[config.mk]
export PLATFORM = sky130hd
export DESIGN_NAME = cb_prefix_shift_bit_unit_flat
export DESIGN_NICKNAME = d
export VERILOG_FILES = /design/src/hdl/cbsb_pkg.sv /design/src/hdl/cbsb_chan_if.sv /design/src/hdl/cb_prefix_shift_bit_unit.sv /design/src/flat_wrapper.sv
export SDC_FILE = /design/constraint.sdc
export NUM_CORES = 1
export LEC_CHECK = 0
export ABC_AREA = 1
export CORE_ASPECT_RATIO = 1.75
export CORE_MARGIN = 10
export CORE_UTILIZATION = 52
export DETAILED_ROUTE_END_ITERATION = 16
export DONT_BUFFER_PORTS = 1
export PLACE_DENSITY = 0.7
export SLEW_MARGIN = 5
export SYNTH_ARGS = -nofsm -noshare
export SYNTH_HDL_FRONTEND = slang
export SYNTH_SLANG_ARGS = --single-unit
[constraint.sdc]
create_clock -name clk -period 3.8 [get_ports clk]
set_input_delay 0.38 -clock clk [delete_from_list [all_inputs] [get_ports clk]]
set_output_delay 0.38 -clock clk [all_outputs]
set_load 0.01 [all_outputs]
[src/hdl/cbsb_pkg.sv]
// ----------------------------------------------------------------------------
// cbsb_pkg: shared types and codes of the CB-prefix shift and bit unit
// Word layouts of the request and response channels, action codes, opcode
// group codes, shift selectors and the memory operand index.
// ----------------------------------------------------------------------------
package cbsb_pkg;

	// Action codes of a request word.
	typedef enum logic [1:0] {
		ACT_EXEC     = 2'd0,
		ACT_LOAD_REG = 2'd1,
		ACT_LOAD_FLG = 2'd2,
		ACT_NONE     = 2'd3
	} action_t;

	// Opcode groups, taken from opcode bits 7..6.
	typedef enum logic [1:0] {
		GRP_SHIFT = 2'd0,
		GRP_BIT   = 2'd1,
		GRP_RES   = 2'd2,
		GRP_SET   = 2'd3
	} group_t;

	// Shift and rotate selectors, taken from opcode bits 5..3.
	typedef enum logic [2:0] {
		SH_RLC  = 3'd0,
		SH_RRC  = 3'd1,
		SH_RL   = 3'd2,
		SH_RR   = 3'd3,
		SH_SLA  = 3'd4,
		SH_SRA  = 3'd5,
		SH_SWAP = 3'd6,
		SH_SRL  = 3'd7
	} shift_sel_t;

	// Operand codes with a fixed meaning.
	localparam logic [2:0] OPND_H   = 3'd4;
	localparam logic [2:0] OPND_L   = 3'd5;
	localparam logic [2:0] OPND_MEM = 3'd6;

	localparam int unsigned REG_COUNT = 8;

	// Request word.
	typedef struct packed {
		logic [1:0] action;
		logic [7:0] opcode;
		logic [7:0] mem_in;
		logic [2:0] reg_index;
		logic [7:0] reg_value;
	} req_word_t;

	// Response word.
	typedef struct packed {
		logic [7:0]  result;
		logic [2:0]  dest_index;
		logic        reg_write;
		logic        mem_write;
		logic [15:0] mem_addr;
		logic        zero_flag;
		logic        subtract_flag;
		logic        half_carry_flag;
		logic        carry_flag;
	} rsp_word_t;

	// Flag set, Z N H C.
	typedef struct packed {
		logic z;
		logic n;
		logic h;
		logic c;
	} flags_t;

endpackage

[src/hdl/cbsb_chan_if.sv]
// ----------------------------------------------------------------------------
// cbsb_chan_if: valid/ready channel
// Carries one word per handshake; the word type is set at instantiation.
// ----------------------------------------------------------------------------
interface cbsb_chan_if #(
	parameter type payload_t = cbsb_pkg::req_word_t
);
	logic     valid;
	logic     ready;
	payload_t payload;

	modport source (output valid, output payload, input ready);
	modport sink (input valid, input payload, output ready);
endinterface

[src/hdl/cb_prefix_shift_bit_unit.sv]
// ----------------------------------------------------------------------------
// cb_prefix_shift_bit_unit: CB-prefix shift, rotate and bit operations
// The response word of a taken request is registered in the output buffer before it is offered.
// Throughput: one request word per cycle while the skid word is empty, set by the
// single pass through the operand select, shifter and flag logic into the output register.
// A two-word output buffer lets a request be taken while a response waits.
// Reset clears the register file and the flags and empties the output buffer at once.
// ----------------------------------------------------------------------------
module cb_prefix_shift_bit_unit (
	input  logic             clk,
	input  logic             arst_n,
	cbsb_chan_if.sink        req,
	cbsb_chan_if.source      rsp
);

	// Architectural state.
	logic [7:0]       rf_q [cbsb_pkg::REG_COUNT];
	cbsb_pkg::flags_t flags_q;

	// Output buffer: main word and skid word.
	cbsb_pkg::rsp_word_t main_q;
	cbsb_pkg::rsp_word_t skid_q;
	logic                main_vld_q;
	logic                skid_vld_q;

	// Next state and response of the word being taken.
	logic [7:0]          rf_d [cbsb_pkg::REG_COUNT];
	cbsb_pkg::flags_t    flags_d;
	cbsb_pkg::rsp_word_t word_d;

	logic push;
	logic pop;

	assign req.ready = ~skid_vld_q;
	assign push      = req.valid & req.ready;
	assign pop       = main_vld_q & rsp.ready;
	assign rsp.valid = main_vld_q;
	assign rsp.payload = main_q;

	// Execute one request word against the current state.
	always_comb begin
		logic [2:0] opnd;
		logic [1:0] grp;
		logic [2:0] sel;
		logic [7:0] mask;
		logic [7:0] v;
		logic [7:0] r;
		logic       cout;

		rf_d    = rf_q;
		flags_d = flags_q;
		word_d  = '0;
		opnd    = req.payload.opcode[2:0];
		grp     = req.payload.opcode[7:6];
		sel     = req.payload.opcode[5:3];
		mask    = 8'(1) << sel;
		v       = (opnd == cbsb_pkg::OPND_MEM) ? req.payload.mem_in : rf_q[opnd];
		r       = v;
		cout    = 1'b0;

		case (cbsb_pkg::action_t'(req.payload.action))
			cbsb_pkg::ACT_EXEC: begin
				word_d.dest_index = opnd;
				case (cbsb_pkg::group_t'(grp))
					cbsb_pkg::GRP_SHIFT: begin
						case (cbsb_pkg::shift_sel_t'(sel))
							cbsb_pkg::SH_RLC: begin
								cout = v[7];
								r    = {v[6:0], v[7]};
							end
							cbsb_pkg::SH_RRC: begin
								cout = v[0];
								r    = {v[0], v[7:1]};
							end
							cbsb_pkg::SH_RL: begin
								cout = v[7];
								r    = {v[6:0], flags_q.c};
							end
							cbsb_pkg::SH_RR: begin
								cout = v[0];
								r    = {flags_q.c, v[7:1]};
							end
							cbsb_pkg::SH_SLA: begin
								cout = v[7];
								r    = {v[6:0], 1'b0};
							end
							cbsb_pkg::SH_SRA: begin
								cout = v[0];
								r    = {v[7], v[7:1]};
							end
							cbsb_pkg::SH_SWAP: begin
								cout = 1'b0;
								r    = {v[3:0], v[7:4]};
							end
							default: begin
								cout = v[0];
								r    = {1'b0, v[7:1]};
							end
						endcase
						flags_d = '{z: (r == 8'd0), n: 1'b0, h: 1'b0, c: cout};
					end
					cbsb_pkg::GRP_BIT: begin
						flags_d = '{z: ((v & mask) == 8'd0), n: 1'b0, h: 1'b1,
							c: flags_q.c};
					end
					cbsb_pkg::GRP_RES: r = v & ~mask;
					default:           r = v | mask;
				endcase
				word_d.result = r;
				// A bit test writes nothing back.
				if (cbsb_pkg::group_t'(grp) != cbsb_pkg::GRP_BIT) begin
					if (opnd == cbsb_pkg::OPND_MEM) begin
						word_d.mem_write = 1'b1;
					end else begin
						rf_d[opnd]       = r;
						word_d.reg_write = 1'b1;
					end
				end
			end
			cbsb_pkg::ACT_LOAD_REG: begin
				word_d.result     = req.payload.reg_value;
				word_d.dest_index = req.payload.reg_index;
				if (req.payload.reg_index != cbsb_pkg::OPND_MEM) begin
					rf_d[req.payload.reg_index] = req.payload.reg_value;
					word_d.reg_write            = 1'b1;
				end
			end
			cbsb_pkg::ACT_LOAD_FLG: begin
				flags_d       = cbsb_pkg::flags_t'(req.payload.reg_value[7:4]);
				word_d.result = {req.payload.reg_value[7:4], 4'd0};
			end
			default: begin
				word_d.result = 8'd0;
			end
		endcase

		// HL and flags as they stand after this word.
		word_d.mem_addr        = {rf_d[cbsb_pkg::OPND_H], rf_d[cbsb_pkg::OPND_L]};
		word_d.zero_flag       = flags_d.z;
		word_d.subtract_flag   = flags_d.n;
		word_d.half_carry_flag = flags_d.h;
		word_d.carry_flag      = flags_d.c;
	end

	// Register file and flags commit when a word is taken.
	always_ff @(posedge clk or negedge arst_n) begin
		if (!arst_n) begin
			for (int i = 0; i < cbsb_pkg::REG_COUNT; i++) begin
				rf_q[i] <= 8'd0;
			end
			flags_q <= '0;
		end else if (push) begin
			rf_q    <= rf_d;
			flags_q <= flags_d;
		end
	end

	// Output buffer control.
	always_ff @(posedge clk or negedge arst_n) begin
		if (!arst_n) begin
			main_vld_q <= 1'b0;
			skid_vld_q <= 1'b0;
		end else if (pop) begin
			if (skid_vld_q) begin
				skid_vld_q <= 1'b0;
			end else begin
				main_vld_q <= push;
			end
		end else if (push) begin
			if (main_vld_q) begin
				skid_vld_q <= 1'b1;
			end else begin
				main_vld_q <= 1'b1;
			end
		end
	end

	// Output buffer words.
	always_ff @(posedge clk) begin
		if (pop) begin
			if (skid_vld_q) begin
				main_q <= skid_q;
			end else if (push) begin
				main_q <= word_d;
			end
		end else if (push) begin
			if (main_vld_q) begin
				skid_q <= word_d;
			end else begin
				main_q <= word_d;
			end
		end
	end

	// The skid word is only ever held behind a main word.
	a_skid_behind_main: assert property (@(posedge clk) disable iff (!arst_n)
		skid_vld_q |-> main_vld_q)
		else $error("skid word held without a main word");

	// A taken request always leaves a word to offer in the next cycle.
	a_push_fills: assert property (@(posedge clk) disable iff (!arst_n)
		push |=> main_vld_q)
		else $error("request taken but no response offered");

	// A response never writes both a register and memory.
	a_one_strobe: assert property (@(posedge clk) disable iff (!arst_n)
		rsp.valid |-> !(rsp.payload.reg_write && rsp.payload.mem_write))
		else $error("register and memory write in one response");

	// A memory write always names the memory operand.
	a_mem_dest: assert property (@(posedge clk) disable iff (!arst_n)
		(rsp.valid && rsp.payload.mem_write) |-> rsp.payload.dest_index == cbsb_pkg::OPND_MEM)
		else $error("memory write with a register destination");

	// The unused register slot is never written.
	a_slot_unused: assert property (@(posedge clk) disable iff (!arst_n)
		rf_q[cbsb_pkg::OPND_MEM] == 8'd0)
		else $error("unused register slot was written");

endmodule

[src/flat_wrapper.sv]
// flat-port wrapper written by rule: the top's interface ports become plain ports
module cb_prefix_shift_bit_unit_flat import cbsb_pkg::*;
  (clk, arst_n, req_valid, req_payload, req_ready, rsp_valid, rsp_payload, rsp_ready);
  cbsb_chan_if #(.payload_t(req_word_t)) req_i ();
  cbsb_chan_if #(.payload_t(rsp_word_t)) rsp_i ();
  input  logic clk;
  input  logic arst_n;
  input wire logic [$bits(req_i.valid)-1:0] req_valid;
  input wire logic [$bits(req_i.payload)-1:0] req_payload;
  output wire logic [$bits(req_i.ready)-1:0] req_ready;
  output wire logic [$bits(rsp_i.valid)-1:0] rsp_valid;
  output wire logic [$bits(rsp_i.payload)-1:0] rsp_payload;
  input wire logic [$bits(rsp_i.ready)-1:0] rsp_ready;
  assign req_i.valid = req_valid;
  assign req_i.payload = req_payload;
  assign req_ready = req_i.ready;
  assign rsp_valid = rsp_i.valid;
  assign rsp_payload = rsp_i.payload;
  assign rsp_i.ready = rsp_ready;
  cb_prefix_shift_bit_unit u_core (.clk(clk), .arst_n(arst_n), .req(req_i), .rsp(rsp_i));
endmodule
==> summary.json, run 1 <==
{
  "logic_synthesis": {
    "synthesis.nets": 1137,
    "synthSimpleGateAreaFrac_pct": 29.22,
    "synth-edff-count": 66,
    "largest_area_contributor_in_the_synthesized_netlist": "edfxtp_1",
    "synth_top_flop_cell": "edfxtp_1",
    "syn-instance-count": 1104,
    "synthMuxAreaShare_pct": 1.102,
    "synth-adder-area-share_pct": 0,
    "avgSynthCellArea_um2": 7.407,
    "netlist.area_leader.share_pct": 24.24,
    "netlist-cell-type-count": 42,
    "sequential_area_share_after_synthesis_pct": 43.21,
    "dominant_combinational_cell_family_by_area_after_synthesis": "simple AND/OR/NAND/NOR gates",
    "synth_async_sr_flop_share_pct": 48.44,
    "synthXorXnorAreaFrac_pct": 0,
    "yosys_warnings": 0,
    "synth_compound_area_share_pct": 17.67,
    "syn-cell-area_um2": 8178,
    "synth_seq_cells": 128,
    "synth_area_leaders": "edfxtp_1 (24%), dfrtp_1 (19%), nand2_1 (12%)"
  },
  "power_and_ir_drop": {
    "total_power_mw": 5.920,
    "vdd_drop_max_v": 0.0003087,
    "powerDensity_nw_per_um2": 663.7,
    "p_leak_nw": 3.993
  },
  "placed_design": {
    "buffer_ports.inserted": 0,
    "weighted_congestion_at_the_end_of_routability_driven_global_placement": 1.007,
    "dpl.hpwl_mm": 19.34
  },
  "sta": {
    "setup_total_negative_slack_ns": 0,
    "slew_violations": 0,
    "post-route-period-util_pct": 67.87,
    "fin_worst_skew_ns": 0.007514,
    "maxSlewHeadroom_pct": 37.29,
    "worst-slew-pin-transition_ns": 0.9372,
    "finalSetupViolCount": 0,
    "maxClockFrequency_mhz": 387.8,
    "timing_hold_violations_final": 0,
    "final.min_clock_period_ns": 2.579,
    "rsz0062_at_grt": "false"
  },
  "global_route": {
    "wire_length_of_the_first_global_routing_pass_mm": 41.48,
    "grt_start_max_net_pins": 63,
    "track_usage_pct": 25.02,
    "initial_antenna_violation_count": 0,
    "grt_overflow": 0,
    "number_of_global_route_vias_before_repair": 7464
  },
  "clocking": {
    "numClockSinks": 128,
    "post_cts_resize_count": 0,
    "clk_pin_slew_ns": 0.06,
    "cts_tree": "built",
    "clockRootBuffer": "clkbuf_16",
    "cts_setup_buffers": 0,
    "clock_tree.htree_level_count": 4,
    "clk_path_buf_depth": 2,
    "cts_made_buffers": 17,
    "clk-insertion-delay-late_ns": 0.43
  },
  "layout": {
    "n_fill_cell": 1423,
    "area.growth.synth_to_final_pct": 9.073,
    "final_core_utilization_pct": 57.96,
    "final_net_count": 1123,
    "final_layout_size_suffix_gt1_share_pct": 9.429,
    "diodes_inserted": 0
  },
  "setup_path": {
    "largest_fanout_on_the_critical_path": 8,
    "crit_arrival_ns": 2.77,
    "timing_worst_setup_path_type": "flop to flop",
    "timing.critical_path.from_type": "flop",
    "crit_path_end_kind": "flop",
    "timing.reg2reg.setup_slack_ns": 1.22,
    "timing.critical_path.required_ns": 3.99
  },
  "drt": {
    "number_of_nets_with_antenna_violations_after_detailed_routing": 0,
    "wire_per_inst_um": 20.61,
    "wl_mm": 26.56,
    "number_of_violations_reported_at_the_end_of_detailed_routing_iteration_0": 714,
    "via_per_inst": 6.107,
    "detail_route.first_pass.iterations": 5,
    "drc": 0,
    "detailroute.via_count": 7872
  },
  "die": {
    "initial_core_util_pct": 53.14,
    "fp.dieH_um": 185.9,
    "io_pins": 68,
    "dieArea_um2": 21340,
    "std_cell_rows": 60,
    "coreArea_um2": 15390,
    "fp.dieW_um": 114.8
  },
  "outcome": {
    "outcome": "finished clean"
  },
  "flow_run": {
    "reported_max_cap_violation_count": 0
  },
  "worst_hold_path": {
    "hp-class": "input pin to flop"
  }
}
[cells in the final DEF, fill, tap and decap left out, types with 7 or more instances in the layout]
cell type  synthesis  routed
nand2_1          267     267
inv_1            115     115
nor2_1           109     107
nand3_1           97      97
a21oi_1           75      74
edfxtp_1          66      66
dfrtp_1           62      62
o21ai_0           60      60
nand4_1           28      28
a31oi_1           25      25
a22oi_1           23      23
o211ai_1          22      22
buf_4              2      21
o22ai_1           18      18
or2_2             17      17
clkbuf_16          0      17
mux2i_1            9       9
nor3_1             7       7
inv_6              0       7
[through the flow]
| step | setup slack [ns] | hold slack (ns) | instances | cell area, um^2 |
|---|---|---|---|---|
| final | 1.221 | 0.1709 | 1289 | 8920 |
| after global routing | 1.005 | 0.1870 | 1289 | 8920 |
| after CTS | 1.284 | 0.1741 | 1289 | 8920 |
| after detailed placement | 0.8961 | 0.08737 | 1255 | 8322 |
| after global placement | 0.9247 | 0.08729 | 1255 | 8322 |
| after floorplan | 0.6380 | 0.08441 | 1104 | 8178 |
[routing by layer]
layer  routed length (um)  global-route usage, %  part of all wire (%)
met3                 1884                  4.739                   7.1
met5                    0                      0                     0
met1                 9934                  28.27                    37
met4                 1744                  15.01                   6.6
met2                13000                  42.44                    49
[Yosys cell counts (4+ instances only)]
cell,number
a21oi_1,75
nor3_1,7
nand4_1,28
o211ai_1,22
mux2i_1,9
buf_1,9
or2_2,17
inv_2,4
nand2_1,267
o21ai_0,60
inv_1,115
a22oi_1,23
nand3_1,97
nor2_1,109
o22ai_1,18
buf_6,5
a31oi_1,25
edfxtp_1,66
dfrtp_1,62
clkbuf_1,34
nor2_2,4
buf_2,6
nand2_2,4
or2_1,4
o21ai_2,4
[power by group]
group | internal, mW | switching (mW) | total (mW)
registers | 2.06 | 0.530 | 2.59
logic | 0.593 | 1.15 | 1.75
clock network | 0.864 | 0.715 | 1.58
total | 3.52 | 2.40 | 5.92
[cells by family (layout without fill, tap and decap cells)]
group           Yosys count  after routing
flops                   128            128
buf+inv                 177            176
simple gates            547            547
mux                       9              9
compound gates          243            243
[path summary, 6_finish.rpt]
path                                                from                                to  cells after the start
setup reg to reg             u_core.rf_q[17]$_DFFE_PN0P_  u_core.rsp.payload[12]$_DFFE_PP_                     14
max in group asynchronous                         arst_n     u_core.flags_q[3]$_DFFE_PN0P_                      2
hold reg to reg            u_core.skid_vld_q$_DFFE_PN0P_     u_core.skid_vld_q$_DFFE_PN0P_                      2
min in group asynchronous                         arst_n       u_core.rf_q[47]$_DFFE_PN0P_                      2
setup / recovery             u_core.rf_q[17]$_DFFE_PN0P_  u_core.rsp.payload[12]$_DFFE_PP_                     14
hold / removal                                 rsp_ready     u_core.skid_vld_q$_DFFE_PN0P_                      3
[registers in the layout (all words and copies together) (netlist names)]
register / count
u_core.skid_vld_q: 1
u_core.skid_q: 33
u_core.flags_q: 4
u_core.rsp.valid: 1
u_core.rsp.payload: 33
u_core.rf_q: 56
[critical path: stages, from the launching register on]
cell and delay (ns):
dfrtp_1 0.45, nand4_1 0.13, nand2_1 0.05, nor2_1 0.14, nand2_1 0.19, nand3_1 0.16
nand2_1 0.06, nor2_1 0.09, nand2_1 0.11, o21ai_2 0.49, nand2_1 0.10, nand2_1 0.12
nand4_1 0.10, nand2_1 0.08, inv_1 0.04
[repair_timing]
item | CTS | global route
endpoints found under the setup margin | 0 | 0
endpoints found under the hold margin | 62 | 0
hold buffers | 2 | 0
[area by class of cell]
type	instances	area, um^2	area share [%]
clock inverter	15	135.1	1.515
tap	186	232.7	2.609
inverter	121	456.7	5.120
clock buffer	17	425.4	4.769
multi-input combinational	799	3941	44.19
sequential	128	3533	39.61
timing repair buffer	23	195.2	2.188
(Power assumes the default switching activity.)
==> run 2: changes to the inputs <==
--- a/config.mk
+++ b/config.mk
@@ -5,13 +5,13 @@
 export SDC_FILE = /design/constraint.sdc
 export NUM_CORES = 1
 export LEC_CHECK = 0
-export ABC_AREA = 1
+export ABC_AREA = 0
 export CORE_ASPECT_RATIO = 1.75
 export CORE_MARGIN = 10
 export CORE_UTILIZATION = 52
 export DETAILED_ROUTE_END_ITERATION = 16
 export DONT_BUFFER_PORTS = 1
-export PLACE_DENSITY = 0.7
+export PLACE_DENSITY = 0.73
 export SLEW_MARGIN = 5
 export SYNTH_ARGS = -nofsm -noshare
 export SYNTH_HDL_FRONTEND = slang
==> constraint.sdc (replaced) <==
create_clock -name clk -period 2.2 [get_ports clk]
set_input_delay 0.22 -clock clk [delete_from_list [all_inputs] [get_ports clk]]
set_output_delay 0.22 -clock clk [all_outputs]
set_load 0.01 [all_outputs]
==> summary.json, run 2 <==
{
  "clocking": {
    "cts_made_buffers": 17,
    "clk_pin_slew_ns": 0.07,
    "numClockSinks": 128,
    "clk-insertion-delay-late_ns": 0.44,
    "clk_path_buf_depth": 2,
    "cts_tree": "built",
    "clockRootBuffer": "clkbuf_16",
    "clock_tree.htree_level_count": 4
  },
  "logic_synthesis": {
    "avgSynthCellArea_um2": 9.191,
    "synth_top_flop_cell": "edfxtp_1",
    "syn-cell-area_um2": 7711,
    "sequential_area_share_after_synthesis_pct": 45.82,
    "synth_compound_area_share_pct": 28.61,
    "syn-instance-count": 839,
    "yosys_warnings": 0,
    "synth.top_cells.by_count": "nand2_1 (111), o21ai_0 (91), edfxtp_1 (66), nor2_1 (66), dfrtp_1 (62)",
    "synth_area_leaders": "edfxtp_1 (26%), dfrtp_1 (20%), o21ai_0 (5.9%)",
    "synthMuxAreaShare_pct": 5.257,
    "largest_area_contributor_in_the_synthesized_netlist": "edfxtp_1",
    "dominant_combinational_cell_family_by_area_after_synthesis": "compound AO/OA/AOI/OAI gates",
    "synth-adder-area-share_pct": 0,
    "synthSimpleGateAreaFrac_pct": 15.63,
    "synth-edff-count": 66,
    "netlist-cell-type-count": 75,
    "synth_seq_cells": 128,
    "post-synth-top-count-cell": "nand2_1",
    "synthesis.nets": 872,
    "synthXorXnorAreaFrac_pct": 0.1136,
    "synth_async_sr_flop_share_pct": 48.44,
    "netlist.area_leader.share_pct": 25.70
  },
  "drt": {
    "wl_mm": 33.63,
    "wire_per_inst_um": 28.60,
    "detail_route.first_pass.iterations": 6,
    "met3_wirelength_mm": 3.072,
    "drt-met1-wl_mm": 11.01,
    "detailroute.via_count": 8192,
    "number_of_nets_with_antenna_violations_after_detailed_routing": 0,
    "met2RoutedLength_mm": 16.22,
    "drc": 0,
    "via_per_inst": 6.966,
    "top_layer_used": "met4",
    "number_of_violations_reported_at_the_end_of_detailed_routing_iteration_0": 846
  },
  "global_route": {
    "grt_start_max_net_pins": 63,
    "initial_antenna_violation_count": 0,
    "track_usage_pct": 31.88,
    "wire_length_of_the_first_global_routing_pass_mm": 49.98,
    "grt_overflow": 0,
    "number_of_global_route_vias_before_repair": 8239
  },
  "sta": {
    "finalSetupViolCount": 97,
    "worst-slew-pin-transition_ns": 0.6561,
    "final.min_clock_period_ns": 2.637,
    "rsz0062_at_grt": "true",
    "maxSlewHeadroom_pct": 56.17,
    "maxClockFrequency_mhz": 379.3,
    "fin_worst_skew_ns": 0.01652,
    "final.setup.worst_slack_ns": -0.4366,
    "post-route-period-util_pct": 119.8,
    "slew_violations": 0,
    "timing_hold_violations_final": 0
  },
  "layout": {
    "finish.instance_area_um2": 10470,
    "area.growth.synth_to_final_pct": 35.76,
    "final_cell_count_no_fill": 1176,
    "n_fill_cell": 1042,
    "final_net_count": 1016,
    "largest_register_ffs": 56,
    "final_core_utilization_pct": 72.49,
    "final_common_cell": "buf_4",
    "layout.cells.most_common_list": "buf_4 (146), nand2_1 (107), edfxtp_1 (66)",
    "top_register": "u_core.rf_q",
    "final_layout_size_suffix_gt1_share_pct": 32.43,
    "diodes_inserted": 0
  },
  "setup_path": {
    "crit_path_end_kind": "flop",
    "timing.critical_path.required_ns": 2.38,
    "crit_arrival_ns": 2.82,
    "timing_worst_setup_path_type": "flop to flop",
    "largest_fanout_on_the_critical_path": 8,
    "timing.critical_path.from_type": "flop",
    "crit_start": "u_core.rf_q[22]$_DFFE_PN0P_",
    "regToRegStartpoint": "u_core.rf_q[22]$_DFFE_PN0P_"
  },
  "placed_design": {
    "placement.cell_area_um2": 8881,
    "weighted_congestion_at_the_end_of_routability_driven_global_placement": 1.065,
    "dpl.hpwl_mm": 23.39,
    "buffer_ports.inserted": 0,
    "place.detailed.instances": 1105,
    "place_ws_ns": -0.7002
  },
  "power_and_ir_drop": {
    "cellInternalPower_mw": 6.563,
    "power_frac_clock_pct": 29.2,
    "p_leak_nw": 4.184,
    "powerDensity_nw_per_um2": 973.7,
    "power.net_switching_mw": 3.631,
    "share_seq_of_total_power_pct": 36.7,
    "vdd_drop_max_v": 0.0005471,
    "comb_power_share_pct": 34.0,
    "swShare_pct": 35.62
  },
  "die": {
    "coreArea_um2": 14440,
    "std_cell_rows": 58,
    "fp.dieH_um": 181.1,
    "fp.dieW_um": 112.1,
    "dieArea_um2": 20290,
    "io_pins": 68,
    "initial_core_util_pct": 53.40
  },
  "flow_run": {
    "reported_max_cap_violation_count": 0
  },
  "worst_hold_path": {
    "hold_start": "req_payload[28]",
    "hp-class": "input pin to flop"
  },
  "outcome": {
    "outcome": "finished with violations",
    "violations": "setup timing"
  }
}
run 2: changes by cell type after synthesis, sizes merged, moves of 15 or more:
| cell | change |
|---|---|
| nand2 | -162 |
| inv | -98 |
| nand3 | -80 |
| nor2 | -48 |
| a22oi | +36 |
| o21ai | +31 |
| a21oi | -28 |
| nand4 | -26 |
| or2 | -19 |
| o211ai | -17 |
| a31oi | -15 |
| mux2 | +15 |
run 2: area by class of cell:
cell class	instances	area [um^2]	share of cell area [%]
Sequential cell	128	3535	33.76
Timing Repair Buffer	185	1575	15.05
Clock buffer	18	429.2	4.099
Clock inverter	14	168.9	1.613
Inverter	22	95.09	0.9083
Multi-Input combinational cell	629	4441	42.42
Tap cell	180	225.2	2.151
run 2: worst paths after layout:
| check | end | slack, ns | cells past startpoint |
|---|---|---|---|
| setup / recovery | u_core.rsp.payload[14]$_DFFE_PP_ | -0.44 | 8 |
| hold / removal | u_core.skid_q[22]$_DFFE_PP_ | 0.005 | 1 |
| setup reg to reg | u_core.rsp.payload[14]$_DFFE_PP_ | -0.44 | 8 |
| hold reg to reg | u_core.rf_q[35]$_DFFE_PN0P_ | 0.52 | 2 |
| max in group asynchronous | u_core.rf_q[23]$_DFFE_PN0P_ | 1.56 | 2 |
| min in group asynchronous | u_core.rf_q[25]$_DFFE_PN0P_ | 0.31 | 2 |
run 2: power by group through the flow:
stage	Sequential (mW)	Clock [mW]	Combinational, mW
floorplan	3.69	0	1.65
global placement	3.77	0	2.72
detailed placement	3.80	0	2.81
CTS	3.75	2.96	3.21
global route	3.80	3.07	3.68
finish	3.75	2.98	3.47
run 2: stage by stage:
step	hold slack (ns)	total power, mW	TNS [ns]
after floorplan	-0.07559	5.343	-0.8583
after global placement	-0.07331	6.495	-23.93
after detailed placement	-0.07315	6.604	-24.59
after CTS	0.0002220	9.929	-20.04
after global routing	0.004337	10.54	-27.52
final	0.004791	10.19	-21.37
run 2: cell families after synthesis:
family,after synthesis
compound gates,323
xor+xnor,1
buf+inv,82
flops,128
mux,37
simple gates,268
run 2: timing repair:
| action | 4_1_cts | 5_1_grt |
|---|---|---|
| endpoints found under the hold margin | 109 | 1 |
| resized for setup | 96 | 64 |
| hold buffers | 16 | 1 |
| pin swaps | 39 | 32 |
| setup buffers | 20 | 11 |
| endpoints found under the setup margin | 108 | 110 |
run 2: worst max-delay path, cell delays in order, from the launching register on:
cell and delay, ns:
dfrtp_2 0.46, mux2_2 0.27, a222oi_1 0.41, o2bb2ai_4 0.23, o21ai_1 0.15, o21ai_1 0.18
o211a_4 0.24, a21oi_1 0.12, mux2_2 0.30
run 2: metal layers:
layer / global-route usage, % / vias to the layer above
met5: 0 / -
met4: 24.21 / 0
met3: 8.723 / 230
met2: 53.95 / 649
met1: 32.50 / 3835
li1: - / 3478
